File: src/design/sopc_pkg.sv
// Shared types, constants and the opcode pattern table of the SIMD opcode pattern counter.
package sopc_pkg;

    localparam int COUNT_WIDTH = 32;
    localparam int NUM_PATS = 40;
    localparam int IDX_W = $clog2(NUM_PATS);
    localparam int FIELD_W = 32;
    localparam int IDX_FIELD_W = 6;
    localparam int VB_FIELD_W = 6;
    localparam int CLAMP_W = (COUNT_WIDTH > FIELD_W) ? COUNT_WIDTH : FIELD_W;

    localparam logic [VB_FIELD_W-1:0] VB_SSE = 6'd16;
    localparam logic [VB_FIELD_W-1:0] VB_AVX = 6'd32;
    localparam logic [VB_FIELD_W-1:0] VB_NONE = 6'd0;
    localparam logic [IDX_FIELD_W-1:0] IDX_TOTAL = 6'd0;

    typedef struct packed {
        logic [7:0] b0;
        logic [7:0] b1;
        logic [7:0] b2;
        logic       three;
        logic       avx;
    } pat_t;

    typedef struct packed {
        logic       count_en;
        logic       shift_en;
        logic [7:0] cur;
        logic [7:0] w0;
        logic [7:0] w1;
        logic [1:0] fill;
    } cell_ctl_t;

    typedef enum logic [1:0] {
        ST_COUNT,
        ST_DRAIN,
        ST_TOTAL
    } state_t;

    localparam pat_t PAT_TABLE [NUM_PATS] = '{
        '{8'h0f, 8'h28, 8'h00, 1'b0, 1'b0}, '{8'h0f, 8'h29, 8'h00, 1'b0, 1'b0},
        '{8'h66, 8'h0f, 8'h28, 1'b1, 1'b0}, '{8'h66, 8'h0f, 8'h29, 1'b1, 1'b0},
        '{8'hf3, 8'h0f, 8'h6f, 1'b1, 1'b0}, '{8'hf3, 8'h0f, 8'h7f, 1'b1, 1'b0},
        '{8'h0f, 8'h58, 8'h00, 1'b0, 1'b0}, '{8'h66, 8'h0f, 8'h58, 1'b1, 1'b0},
        '{8'h0f, 8'h59, 8'h00, 1'b0, 1'b0}, '{8'h66, 8'h0f, 8'h59, 1'b1, 1'b0},
        '{8'h0f, 8'h5c, 8'h00, 1'b0, 1'b0}, '{8'h66, 8'h0f, 8'h5c, 1'b1, 1'b0},
        '{8'h0f, 8'h5d, 8'h00, 1'b0, 1'b0}, '{8'h66, 8'h0f, 8'h5d, 1'b1, 1'b0},
        '{8'h0f, 8'h5f, 8'h00, 1'b0, 1'b0}, '{8'h66, 8'h0f, 8'h5f, 1'b1, 1'b0},
        '{8'h0f, 8'hc6, 8'h00, 1'b0, 1'b0}, '{8'h66, 8'h0f, 8'hc6, 1'b1, 1'b0},
        '{8'h0f, 8'h76, 8'h00, 1'b0, 1'b0}, '{8'h66, 8'h0f, 8'h76, 1'b1, 1'b0},
        '{8'h0f, 8'heb, 8'h00, 1'b0, 1'b0}, '{8'h66, 8'h0f, 8'heb, 1'b1, 1'b0},
        '{8'h0f, 8'hdb, 8'h00, 1'b0, 1'b0}, '{8'h66, 8'h0f, 8'hdb, 1'b1, 1'b0},
        '{8'h0f, 8'hdf, 8'h00, 1'b0, 1'b0}, '{8'h66, 8'h0f, 8'hdf, 1'b1, 1'b0},
        '{8'h0f, 8'hef, 8'h00, 1'b0, 1'b0}, '{8'h66, 8'h0f, 8'hef, 1'b1, 1'b0},
        '{8'hc5, 8'hfc, 8'h58, 1'b1, 1'b1}, '{8'hc5, 8'hfd, 8'h58, 1'b1, 1'b1},
        '{8'hc5, 8'hfc, 8'h59, 1'b1, 1'b1}, '{8'hc5, 8'hfd, 8'h59, 1'b1, 1'b1},
        '{8'hc5, 8'hfc, 8'h5c, 1'b1, 1'b1}, '{8'hc5, 8'hfd, 8'h5c, 1'b1, 1'b1},
        '{8'hc5, 8'hfc, 8'h5d, 1'b1, 1'b1}, '{8'hc5, 8'hfd, 8'h5d, 1'b1, 1'b1},
        '{8'hc5, 8'hfc, 8'h5f, 1'b1, 1'b1}, '{8'hc5, 8'hfd, 8'h5f, 1'b1, 1'b1},
        '{8'hc5, 8'hfc, 8'hc6, 1'b1, 1'b1}, '{8'hc5, 8'hfd, 8'hc6, 1'b1, 1'b1}
    };

    function automatic logic [FIELD_W-1:0] clamp_field(input logic [COUNT_WIDTH-1:0] v);
        logic [CLAMP_W-1:0] w;
        w = CLAMP_W'(v);
        if (w > CLAMP_W'({FIELD_W{1'b1}})) begin
            return {FIELD_W{1'b1}};
        end
        return w[FIELD_W-1:0];
    endfunction

endpackage

File: src/design/sopc_cell.sv
// One counter cell: matches its pattern against the byte window and shifts its count along the chain.
module sopc_cell (
    input  logic                             clk,
    input  logic                             rst_n,
    input  sopc_pkg::pat_t                   pat,
    input  sopc_pkg::cell_ctl_t              ctl,
    input  logic [sopc_pkg::COUNT_WIDTH-1:0] cnt_in,
    output logic [sopc_pkg::COUNT_WIDTH-1:0] cnt
);
    import sopc_pkg::*;

    logic [COUNT_WIDTH-1:0] cnt_reg;
    logic [COUNT_WIDTH-1:0] cnt_next;
    logic                   hit;

    always_comb
    begin
        if (pat.three)
        begin
            hit = ctl.fill[1] && (ctl.w0 == pat.b0) && (ctl.w1 == pat.b1)
                  && (ctl.cur == pat.b2);
        end
        else
        begin
            hit = (ctl.fill != 2'd0) && (ctl.w1 == pat.b0) && (ctl.cur == pat.b1);
        end
    end

    always_comb
    begin
        cnt_next = cnt_reg;
        if (ctl.shift_en)
        begin
            cnt_next = cnt_in;
        end
        else if (ctl.count_en && hit && (cnt_reg != {COUNT_WIDTH{1'b1}}))
        begin
            cnt_next = cnt_reg + COUNT_WIDTH'(1);
        end
    end

    always_ff @(posedge clk or negedge rst_n)
    begin
        if (!rst_n)
        begin
            cnt_reg <= '0;
        end
        else
        begin
            cnt_reg <= cnt_next;
        end
    end

    assign cnt = cnt_reg;

endmodule

File: config.mk
export PLATFORM = sky130hd
export DESIGN_NAME = sopc_cell
export DESIGN_NICKNAME = d
export VERILOG_FILES = /design/src/design/sopc_pkg.sv /design/src/design/sopc_cell.sv
export SDC_FILE = /design/constraint.sdc
export NUM_CORES = 1
export LEC_CHECK = 0
export BUFFER_PORTS_ARGS = -buffer_cell sky130_fd_sc_hd__clkbuf_2
export CAP_MARGIN = 20
export CORE_UTILIZATION = 44
export CTS_BUF_LIST = sky130_fd_sc_hd__clkbuf_8
export DETAILED_ROUTE_END_ITERATION = 16
export HOLD_SLACK_MARGIN = 0.05
export PLACE_DENSITY_LB_ADDON = 0.08
export RECOVER_POWER = 100
export REMOVE_ABC_BUFFERS = 1
export SLEW_MARGIN = 20
export SYNTH_ARGS = -nofsm -noshare
export SYNTH_HDL_FRONTEND = slang
export SYNTH_SLANG_ARGS = --single-unit
File: constraint.sdc
create_clock -name clk -period 2.6 [get_ports clk]
set_input_delay 0.13 -clock clk [delete_from_list [all_inputs] [get_ports clk]]
set_output_delay 0.13 -clock clk [all_outputs]
set_load 0.1 [all_outputs]
==> results.sh, run 1 <==
export IMPL_status="finished, violations left"
export IMPL_global_route_usage_total_pct=26.08
export IMPL_setup_worst_path_class="flip-flop to flip-flop"
export IMPL_site_rows=28
export IMPL_finalWirelength_um=8466
export IMPL_clock_tree_root_cell="clkbuf_8"
export IMPL_routed_via_density=5.857
export IMPL_cp_required_ns=2.78
export IMPL_post_route_min_period_ns=2.345
export IMPL_synth_top_cells_by_count="xor2_1, nand2_1, dfrtp_1, nand3_1, nor2_1"
export IMPL_cts_buffers_inserted=5
export IMPL_fraction_of_final_layout_cells_with_drive_strength_greater_than_1_pct=25.05
export IMPL_critPathMostFrequentCell="nand4_4"
export IMPL_io_buffer_count=118
export IMPL_failed_checks="capacitance limit, slew limit"
export IMPL_worstSkewPairLatency_ns=0.30
export IMPL_series_of_cell_instances_along_the_critical_path="nand4_4 -> nor4_4 -> nand4_4 -> and3_1 -> a32o_1 -> a31o_1"
export IMPL_post_synthesis_area_per_instance_sq_um=8.373
export IMPL_finalHoldViolations=0
export IMPL_syn_instance_count=334
export IMPL_arrival_ns=2.53
export IMPL_io_pins=120
export IMPL_grt_max_degree=60
export IMPL_wire_per_inst_um=15.97
export IMPL_number_of_global_route_vias_before_repair=2848
export IMPL_instances_no_fill=530
export IMPL_rsz0062_at_grt="no"
export IMPL_postCtsSetupRepairBufs=0
export IMPL_critical_path_top_delay_family="simple AND/OR/NAND/NOR gates"
export IMPL_gpl_final_weighted_congestion=0.8026
export IMPL_r2r_setup_slack_ns=0.25
export IMPL_finClkSkew_ns=0.01200
export IMPL_sinks_on_the_clock_net=32
export IMPL_hold_slack_ns=0.06013
export IMPL_largest_register_ffs=32
export IMPL_buffer_depth_of_the_longest_clock_path=2
export IMPL_relative_slew_slack_pct=-21.95
export IMPL_dp_cells=520
export IMPL_synth_ff_type="dfrtp_1"
export IMPL_worst_hold_path_type="input pin to flip-flop"
export IMPL_lkg_pwr_nw=1.509
export IMPL_detail_route_drc_violations=0
export IMPL_drv_slew=33
export IMPL_post_route_period_util_pct=90.21
export IMPL_synth_area_sq_mm=0.002796
export IMPL_vdd_ir_drop_max_mv=0.3242
export IMPL_startpoint_type_of_the_worst_setup_path="flip-flop"
export IMPL_max_clk_rate_mhz=426.4
export IMPL_max_stage_delay_ns=0.52
export IMPL_cts_tree="yes"
export IMPL_worstMarginPinSlew_ns=1.829
export IMPL_synth_warnings=0
export IMPL_crit_slowest_cell="nor4_4"
export IMPL_overflow=0
export IMPL_final_setup_viol_count=0
export IMPL_starting_density_of_the_core_pct=46.41
export IMPL_synth_edff_count=0
export IMPL_vias=3104
export IMPL_detail_route_antenna_nets=0
export IMPL_dieArea_sq_mm=0.006678
export IMPL_fill_cells=608
export IMPL_worstSetupEndpointType="flip-flop"
export IMPL_h_tree_depth=2
export IMPL_antenna_found_initial=0
export IMPL_chipHeight_um=81.72
export IMPL_power_density_mw_per_mm2=546.8
export IMPL_die_w_um=81.72
export IMPL_synth_area_top_cells="dfrtp_1, xor2_1, nand2_1, nand3_1, nor4_1"
export IMPL_area_growth_syn_to_layout_pct=26.44
export IMPL_drt_first_iter_violations=127
export IMPL_timing_max_cap_violations=1
export IMPL_ys_types=62
export IMPL_grt_first_pass_wirelength_um=13330
export IMPL_critical_path_n_buffers_inverters=0
export IMPL_ys_seq_elements=32
export IMPL_finish_net_count=543
export IMPL_synth_yosys_seq_area_share_pct=28.64
export IMPL_asyncSetResetFlopFracSynth_pct=100.0
export IMPL_yosys_cell_count_top_type="xor2_1"
export IMPL_core_area_sq_mm=0.006026
export IMPL_synth_top_area_share_pct=28.64
export IMPL_synth_area_leader_cell="dfrtp_1"
export IMPL_clk_transition_reported_paths_ns=0.08
export IMPL_antenna_diode_count=0
export IMPL_crit_path_max_fanout=8
export IMPL_dp_hpwl_um=6105
export IMPL_drtPass1Iterations=4
## cell usage in the layout, fill, tap and decap left out, types with 12 or more instances in the layout
cell type  instances
nor3_1            12
dfrtp_1           32
nand2_1           36
nand3_1           20
clkbuf_2          87
nor2_1            16
clkbuf_1          34
nor4_1            15
xor2_1            39
## power by group
part	internal (mW)	switching (mW)
registers	0.550	0.0707
clock network	0.281	0.216
logic	0.196	0.620
## stage by stage
| stage | worst slack (ns) | util (%) | TNS [ns] | power [mW] | instance area [sq um] |
|---|---|---|---|---|---|
| after detailed placement | 0.2780 | 57.52 | 0 | 1.457 | 3466 |
| after floorplan | -0.2492 | - | -2.877 | 1.218 | 2678 |
| after CTS | 0.2953 | 59.63 | 0 | 1.959 | 3593 |
| final | 0.2546 | 58.68 | 0 | 1.933 | 3536 |
| after global routing | 0.08019 | 58.68 | 0 | 2.019 | 3536 |
| after global placement | 0.3145 | 57.52 | 0 | 1.448 | 3466 |
## logic make-up after synthesis
kind of cell / count (synthesis) / share of synthesized area, %
XOR/XNOR: 40 / 12.53
buffers and inverters: 28 / 5.325
AO/OA/AOI/OAI: 78 / 21.70
adder cells (fa/ha/maj): 1 / 0.4474
AND/OR/NAND/NOR: 155 / 31.37
flip-flops: 32 / 28.64
## metal layers
layer  routed length, um  vias to the layer above  GRT usage (%)
li1                    -                     1520              -
met1                3706                     1465          33.15
met2                4170                      110          45.04
met3                 510                        9          4.111
met4                  79                        0          7.895
met5                   0                        -              0
## worst paths after layout
kind / startpoint / end / depth (start not counted)
worst max-delay path: cnt[4] / cnt[27] / 6
worst min-delay path: cnt_in[9] / cnt[9] / 3
worst max register to register: cnt[4] / cnt[27] / 6
worst min register to register: cnt[1] / cnt[1] / 2
max in group asynchronous: rst_n / cnt[17] / 2
min in group asynchronous: rst_n / cnt[22] / 2
## tightest hold or removal path, cell delays in order
cell      delay [ns]
clkbuf_2        0.07
nand2_1         0.04
o211ai_1        0.08
## area by class of cell
class,count,area [sq um],share of cell area (%)
clock buffers,5,68.82,1.946
clock inverters,3,38.79,1.097
inverters,8,30.03,0.8493
multi-input cells,274,1846,52.19
flip-flops and latches,32,800.8,22.65
well taps,75,93.84,2.654
repair buffers,133,658.1,18.61
## timing repair
action,in CTS,in global routing
hold buffers,2,0
endpoints found under the hold margin,33,0
resized for setup,0,0
(Power assumes the default switching activity.)
==> inputs of run 2 (changes only) <==
--- a/config.mk
+++ b/config.mk
@@ -11,7 +11,7 @@
 export CTS_BUF_LIST = sky130_fd_sc_hd__clkbuf_8
 export DETAILED_ROUTE_END_ITERATION = 16
 export HOLD_SLACK_MARGIN = 0.05
-export PLACE_DENSITY_LB_ADDON = 0.08
+export PLACE_DENSITY = 0.73
 export RECOVER_POWER = 100
 export REMOVE_ABC_BUFFERS = 1
 export SLEW_MARGIN = 20
==> results.sh, run 2 (synthesis gave the netlist of run 1 again) <==
export IMPL_drv_slew=33
export IMPL_worstSkewPairLatency_ns=0.29
export IMPL_power_density_mw_per_mm2=519.4
export IMPL_dieArea_sq_mm=0.006678
export IMPL_lkg_pwr_nw=1.464
export IMPL_routed_via_density=5.840
export IMPL_gpl_final_weighted_congestion=0.8006
export IMPL_detail_route_drc_violations=0
export IMPL_relative_slew_slack_pct=-25.17
export IMPL_antenna_diode_count=0
export IMPL_post_route_cell_area_sq_mm=0.003462
export IMPL_max_clk_rate_mhz=436.7
export IMPL_vdd_ir_drop_max_mv=0.3429
export IMPL_sw_frac_of_total_pct=49.12
export IMPL_antenna_found_initial=0
export IMPL_setup_worst_path_class="flip-flop to flip-flop"
export IMPL_drt_first_iter_violations=208
export IMPL_worstSetupEndpointType="flip-flop"
export IMPL_final_setup_viol_count=0
export IMPL_wire_per_inst_um=15.84
export IMPL_area_growth_syn_to_layout_pct=23.80
export IMPL_starting_density_of_the_core_pct=46.41
export IMPL_startpoint_type_of_the_worst_setup_path="flip-flop"
export IMPL_clk_transition_reported_paths_ns=0.07
export IMPL_setup_total_negative_slack_ns=0
export IMPL_io_pins=120
export IMPL_largest_register_ffs=32
export IMPL_series_of_cell_instances_along_the_critical_path="and4_1 -> and3_1 -> nand4_4 -> nand3_1 -> or4_1 -> a31o_1"
export IMPL_holdPathStages=3
export IMPL_internal_power_mw=0.9149
export IMPL_sinks_on_the_clock_net=32
export IMPL_io_buffer_count=118
export IMPL_finalHoldViolations=0
export IMPL_layout_core_utilization_pct=57.45
export IMPL_failed_checks="capacitance limit, slew limit"
export IMPL_status="finished, violations left"
export IMPL_core_area_sq_mm=0.006026
export IMPL_total_power_mw=1.798
export IMPL_grt_max_degree=60
export IMPL_timing_reg2reg_worst_path_depth=6
export IMPL_global_route_usage_total_pct=25.67
export IMPL_vias=3060
export IMPL_h_tree_depth=2
export IMPL_grt_first_pass_wirelength_um=13360
export IMPL_cp_required_ns=2.77
export IMPL_chipHeight_um=81.72
export IMPL_layout_common_cells="clkbuf_2, xor2_1, nand2_1"
export IMPL_timing_max_cap_violations=1
export IMPL_finalWirelength_um=8298
export IMPL_post_route_period_util_pct=88.08
export IMPL_switching_power_mw=0.8833
export IMPL_fraction_of_final_layout_cells_with_drive_strength_greater_than_1_pct=22.94
export IMPL_cts_tree="yes"
export IMPL_buffer_depth_of_the_longest_clock_path=2
export IMPL_max_stage_delay_ns=0.54
export IMPL_detail_route_antenna_nets=0
export IMPL_finish_net_count=538
export IMPL_site_rows=28
export IMPL_post_route_min_period_ns=2.290
export IMPL_finClkSkew_ns=0.006080
export IMPL_number_of_global_route_vias_before_repair=2856
export IMPL_leading_cell_type_in_the_layout_fill_and_taps_excluded="clkbuf_2"
export IMPL_placement_cell_area_sq_mm=0.003435
export IMPL_power_frac_clock_pct=20.8
export IMPL_clock_tree_root_cell="clkbuf_8"
export IMPL_cts_buffers_inserted=5
export IMPL_rsz0062_at_grt="no"
export IMPL_fill_cells=596
export IMPL_worstMarginPinSlew_ns=1.878
export IMPL_worst_hold_path_type="input pin to flip-flop"
export IMPL_power_combinational_fraction_pct=44.1
export IMPL_dp_hpwl_um=6020
export IMPL_crit_path_max_fanout=8
export IMPL_crit_slowest_cell="or4_1"
export IMPL_arrival_ns=2.46
export IMPL_share_seq_of_total_power_pct=35.1
export IMPL_die_w_um=81.72
export IMPL_hold_slack_ns=0.07542
export IMPL_overflow=0
export IMPL_drtPass1Iterations=4
-- run 2: cell count changes in the layout (fill, tap and decap cells not counted), sizes merged --
cell and delta:
buf -5, bufinv -1
-- run 2: final timing paths --
kind	startpoint	to	slack, ns
max reg2reg	cnt[18]	cnt[27]	0.31
max	cnt[18]	cnt[27]	0.31
min reg2reg	cnt[9]	cnt[9]	0.61
min in group asynchronous	rst_n	cnt[6]	0.90
min	cnt_in[30]	cnt[30]	0.08
max in group asynchronous	rst_n	cnt[10]	0.62
-- run 2: power by group through the flow --
stage	clock network (mW)	registers, mW	logic (mW)
global placement	0	0.636	0.799
detailed placement	0	0.639	0.809
global route	0.399	0.642	0.842
CTS	0.384	0.629	0.815
finish	0.374	0.631	0.793
floorplan	0	1.01	0.207
-- run 2: layout make-up --
cell class              count  area, sq um  area share, %
clock inverters             2        8.758         0.2530
clock buffers               5        68.82          1.988
flip-flops and latches     32        800.8          23.13
multi-input cells         274         1829          52.84
well taps                  75        93.84          2.711
inverters                   8        30.03         0.8674
repair buffers            128        630.6          18.21
-- run 2: per-layer routing --
| layer | track usage (%) | wire [um] |
|---|---|---|
| met5 | 0 | 0 |
| met1 | 33.40 | 3690 |
| met2 | 44.21 | 4072 |
| met4 | 5.965 | 55 |
| met3 | 4.111 | 480 |
-- run 2: through the flow --
step	setup slack, ns	cells
finish	0.3099	524
global route	0.1423	524
CTS	0.2737	524
detailed placement	0.2788	515
global placement	0.3587	515
floorplan	-0.2492	314
-- run 2: worst max-delay path, delay by kind of cell, from the launching register on --
kind	cells	cell delay [ns]
AO/OA/AOI/OAI	1	0.23
AND/OR/NAND/NOR	5	1.50
flip-flops	1	0.45
-- run 2: timing repair --
action | CTS | global route
hold buffers | 2 | 0
endpoints found under the hold margin | 33 | 0
setup buffers | 0 | 0
gates resized for setup | 0 | 0
==> inputs of run 3 (changes only) <==
--- a/config.mk
+++ b/config.mk
@@ -8,10 +8,10 @@
 export BUFFER_PORTS_ARGS = -buffer_cell sky130_fd_sc_hd__clkbuf_2
 export CAP_MARGIN = 20
 export CORE_UTILIZATION = 44
-export CTS_BUF_LIST = sky130_fd_sc_hd__clkbuf_8
+export CTS_BUF_LIST = sky130_fd_sc_hd__clkbuf_16
 export DETAILED_ROUTE_END_ITERATION = 16
 export HOLD_SLACK_MARGIN = 0.05
-export PLACE_DENSITY = 0.73
+export PLACE_DENSITY = 0.76
 export RECOVER_POWER = 100
 export REMOVE_ABC_BUFFERS = 1
 export SLEW_MARGIN = 20
==> constraint.sdc (replaced) <==
create_clock -name clk -period 2.02 [get_ports clk]
set_input_delay 0.101 -clock clk [delete_from_list [all_inputs] [get_ports clk]]
set_output_delay 0.101 -clock clk [all_outputs]
set_load 0.1 [all_outputs]
==> results.sh, run 3 (synthesis gave the netlist of run 1 again) <==
export IMPL_drv_slew=0
export IMPL_met2WireLength_um=4604
export IMPL_arrival_ns=2.17
export IMPL_post_route_period_util_pct=99.51
export IMPL_switching_power_mw=1.219
export IMPL_io_buffer_count=118
export IMPL_startpoint_type_of_the_worst_setup_path="flip-flop"
export IMPL_largest_register_ffs=32
export IMPL_clock_tree_root_cell="clkbuf_16"
export IMPL_sinks_on_the_clock_net=32
export IMPL_dieArea_sq_mm=0.006678
export IMPL_top_layer="met4"
export IMPL_wire_per_inst_um=16.19
export IMPL_power_density_mw_per_mm2=717.7
export IMPL_global_route_usage_total_pct=27.99
export IMPL_worstMarginPinSlew_ns=1.186
export IMPL_cp_required_ns=2.18
export IMPL_grt_max_degree=38
export IMPL_layout_core_utilization_pct=65.74
export IMPL_routed_via_density=5.886
export IMPL_leading_cell_type_in_the_layout_fill_and_taps_excluded="clkbuf_2"
export IMPL_chipHeight_um=81.72
export IMPL_buffer_depth_of_the_longest_clock_path=2
export IMPL_gpl_final_weighted_congestion=0.9051
export IMPL_max_clk_rate_mhz=497.5
export IMPL_starting_density_of_the_core_pct=46.41
export IMPL_number_of_global_route_vias_before_repair=3149
export IMPL_antenna_diode_count=0
export IMPL_area_growth_syn_to_layout_pct=41.66
export IMPL_post_route_cell_area_sq_mm=0.003961
export IMPL_die_w_um=81.72
export IMPL_place_worst_setup_slack_ns=-0.07230
export IMPL_dp_hpwl_um=6848
export IMPL_finalHoldViolations=0
export IMPL_rsz0062_at_grt="yes"
export IMPL_finalWirelength_um=9261
export IMPL_met3RoutedLength_um=610
export IMPL_finClkSkew_ns=0.007472
export IMPL_status="completed"
export IMPL_fraction_of_final_layout_cells_with_drive_strength_greater_than_1_pct=33.80
export IMPL_vdd_ir_drop_max_mv=0.4851
export IMPL_crit_path_max_fanout=6
export IMPL_site_rows=28
export IMPL_final_setup_viol_count=0
export IMPL_power_frac_clock_pct=30.7
export IMPL_overflow=0
export IMPL_sw_frac_of_total_pct=42.87
export IMPL_setup_worst_path_class="flip-flop to flip-flop"
export IMPL_wirelength_met1_um=3891
export IMPL_io_pins=120
export IMPL_vias=3367
export IMPL_fill_cells=532
export IMPL_timing_reg2reg_worst_path_depth=7
export IMPL_detail_route_drc_violations=0
export IMPL_share_seq_of_total_power_pct=27.1
export IMPL_holdPathStages=3
export IMPL_antenna_found_initial=0
export IMPL_relative_slew_slack_pct=21.28
export IMPL_post_route_worst_setup_slack_ns=0.009986
export IMPL_finish_net_count=585
export IMPL_lkg_pwr_nw=1.747
export IMPL_drtPass1Iterations=5
export IMPL_h_tree_depth=2
export IMPL_layout_common_cells="clkbuf_2, buf_4, xor2_1"
export IMPL_post_route_min_period_ns=2.010
export IMPL_detail_route_antenna_nets=0
export IMPL_worstSkewPairLatency_ns=0.28
export IMPL_core_area_sq_mm=0.006026
export IMPL_timing_max_cap_violations=0
export IMPL_placement_cell_area_sq_mm=0.003771
export IMPL_power_combinational_fraction_pct=42.2
export IMPL_grt_first_pass_wirelength_um=14440
export IMPL_worstSetupEndpointType="flip-flop"
export IMPL_worst_hold_path_type="input pin to flip-flop"
export IMPL_drt_first_iter_violations=278
export IMPL_cts_tree="yes"
export IMPL_internal_power_mw=1.624
export IMPL_clk_transition_reported_paths_ns=0.06
export IMPL_cts_buffers_inserted=5
[run 3: final timing paths]
| path | start | end | slack (ns) |
|---|---|---|---|
| setup / recovery | cnt[18] | cnt[11] | 0.01 |
| max in group asynchronous | rst_n | cnt[9] | 0.98 |
| min in group asynchronous | rst_n | cnt[16] | 0.47 |
| hold reg to reg | cnt[1] | cnt[1] | 0.60 |
| hold / removal | cnt_in[30] | cnt[30] | 0.05 |
| setup reg to reg | cnt[18] | cnt[11] | 0.01 |
[run 3: critical path, cell delays in order (launching register included)]
cell and delay (ns):
dfrtp_1 0.38, and4_1 0.23, and3_1 0.23, nand4_4 0.14, nand3_2 0.14, buf_4 0.18, o311a_1 0.32, a221o_1 0.27
[run 3: power groups by stage]
| stage | registers, mW | logic, mW | clock network (mW) |
|---|---|---|---|
| finish | 0.770 | 1.20 | 0.873 |
| global route | 0.776 | 1.27 | 0.914 |
| CTS | 0.766 | 1.20 | 0.875 |
| detailed placement | 0.775 | 1.19 | 0 |
| global placement | 0.771 | 1.18 | 0 |
| floorplan | 1.30 | 0.267 | 0 |
[run 3: routing by layer]
| layer | vias to the layer above | track usage [%] |
|---|---|---|
| met2 | 175 | 47.85 |
| met5 | - | 0 |
| met1 | 1561 | 35.16 |
| li1 | 1605 | - |
| met4 | 0 | 9.649 |
| met3 | 26 | 5.000 |
[run 3: final cells by class]
| cell class | count | area [sq um] | share of cell area [%] |
|---|---|---|---|
| Multi-Input combinational cell | 274 | 1866 | 47.09 |
| Timing Repair Buffer | 175 | 1003 | 25.33 |
| Sequential cell | 32 | 800.8 | 20.21 |
| Clock buffer | 5 | 125.1 | 3.159 |
| Tap cell | 75 | 93.84 | 2.369 |
| Clock inverter | 3 | 42.54 | 1.074 |
| Inverter | 8 | 30.03 | 0.7581 |
[run 3: through the flow]
stage               power (mW)  hold WS (ns)  std cells  setup TNS (ns)
finish                   2.843       0.05378        572               0
global route             2.960       0.06524        572        -0.09106
CTS                      2.845       0.05816        570               0
detailed placement       1.970        0.2503        559         -0.2420
global placement         1.949        0.2338        559        -0.05541
floorplan                1.567       -0.1946        314          -21.23
[run 3: what timing repair did]
action,4_1_cts,5_1_grt
buffers inserted,1,2
endpoints found under the hold margin,33,0
hold buffers,2,0
gates resized for setup,1,4
setup endpoints to repair,5,18
pin swaps,1,3
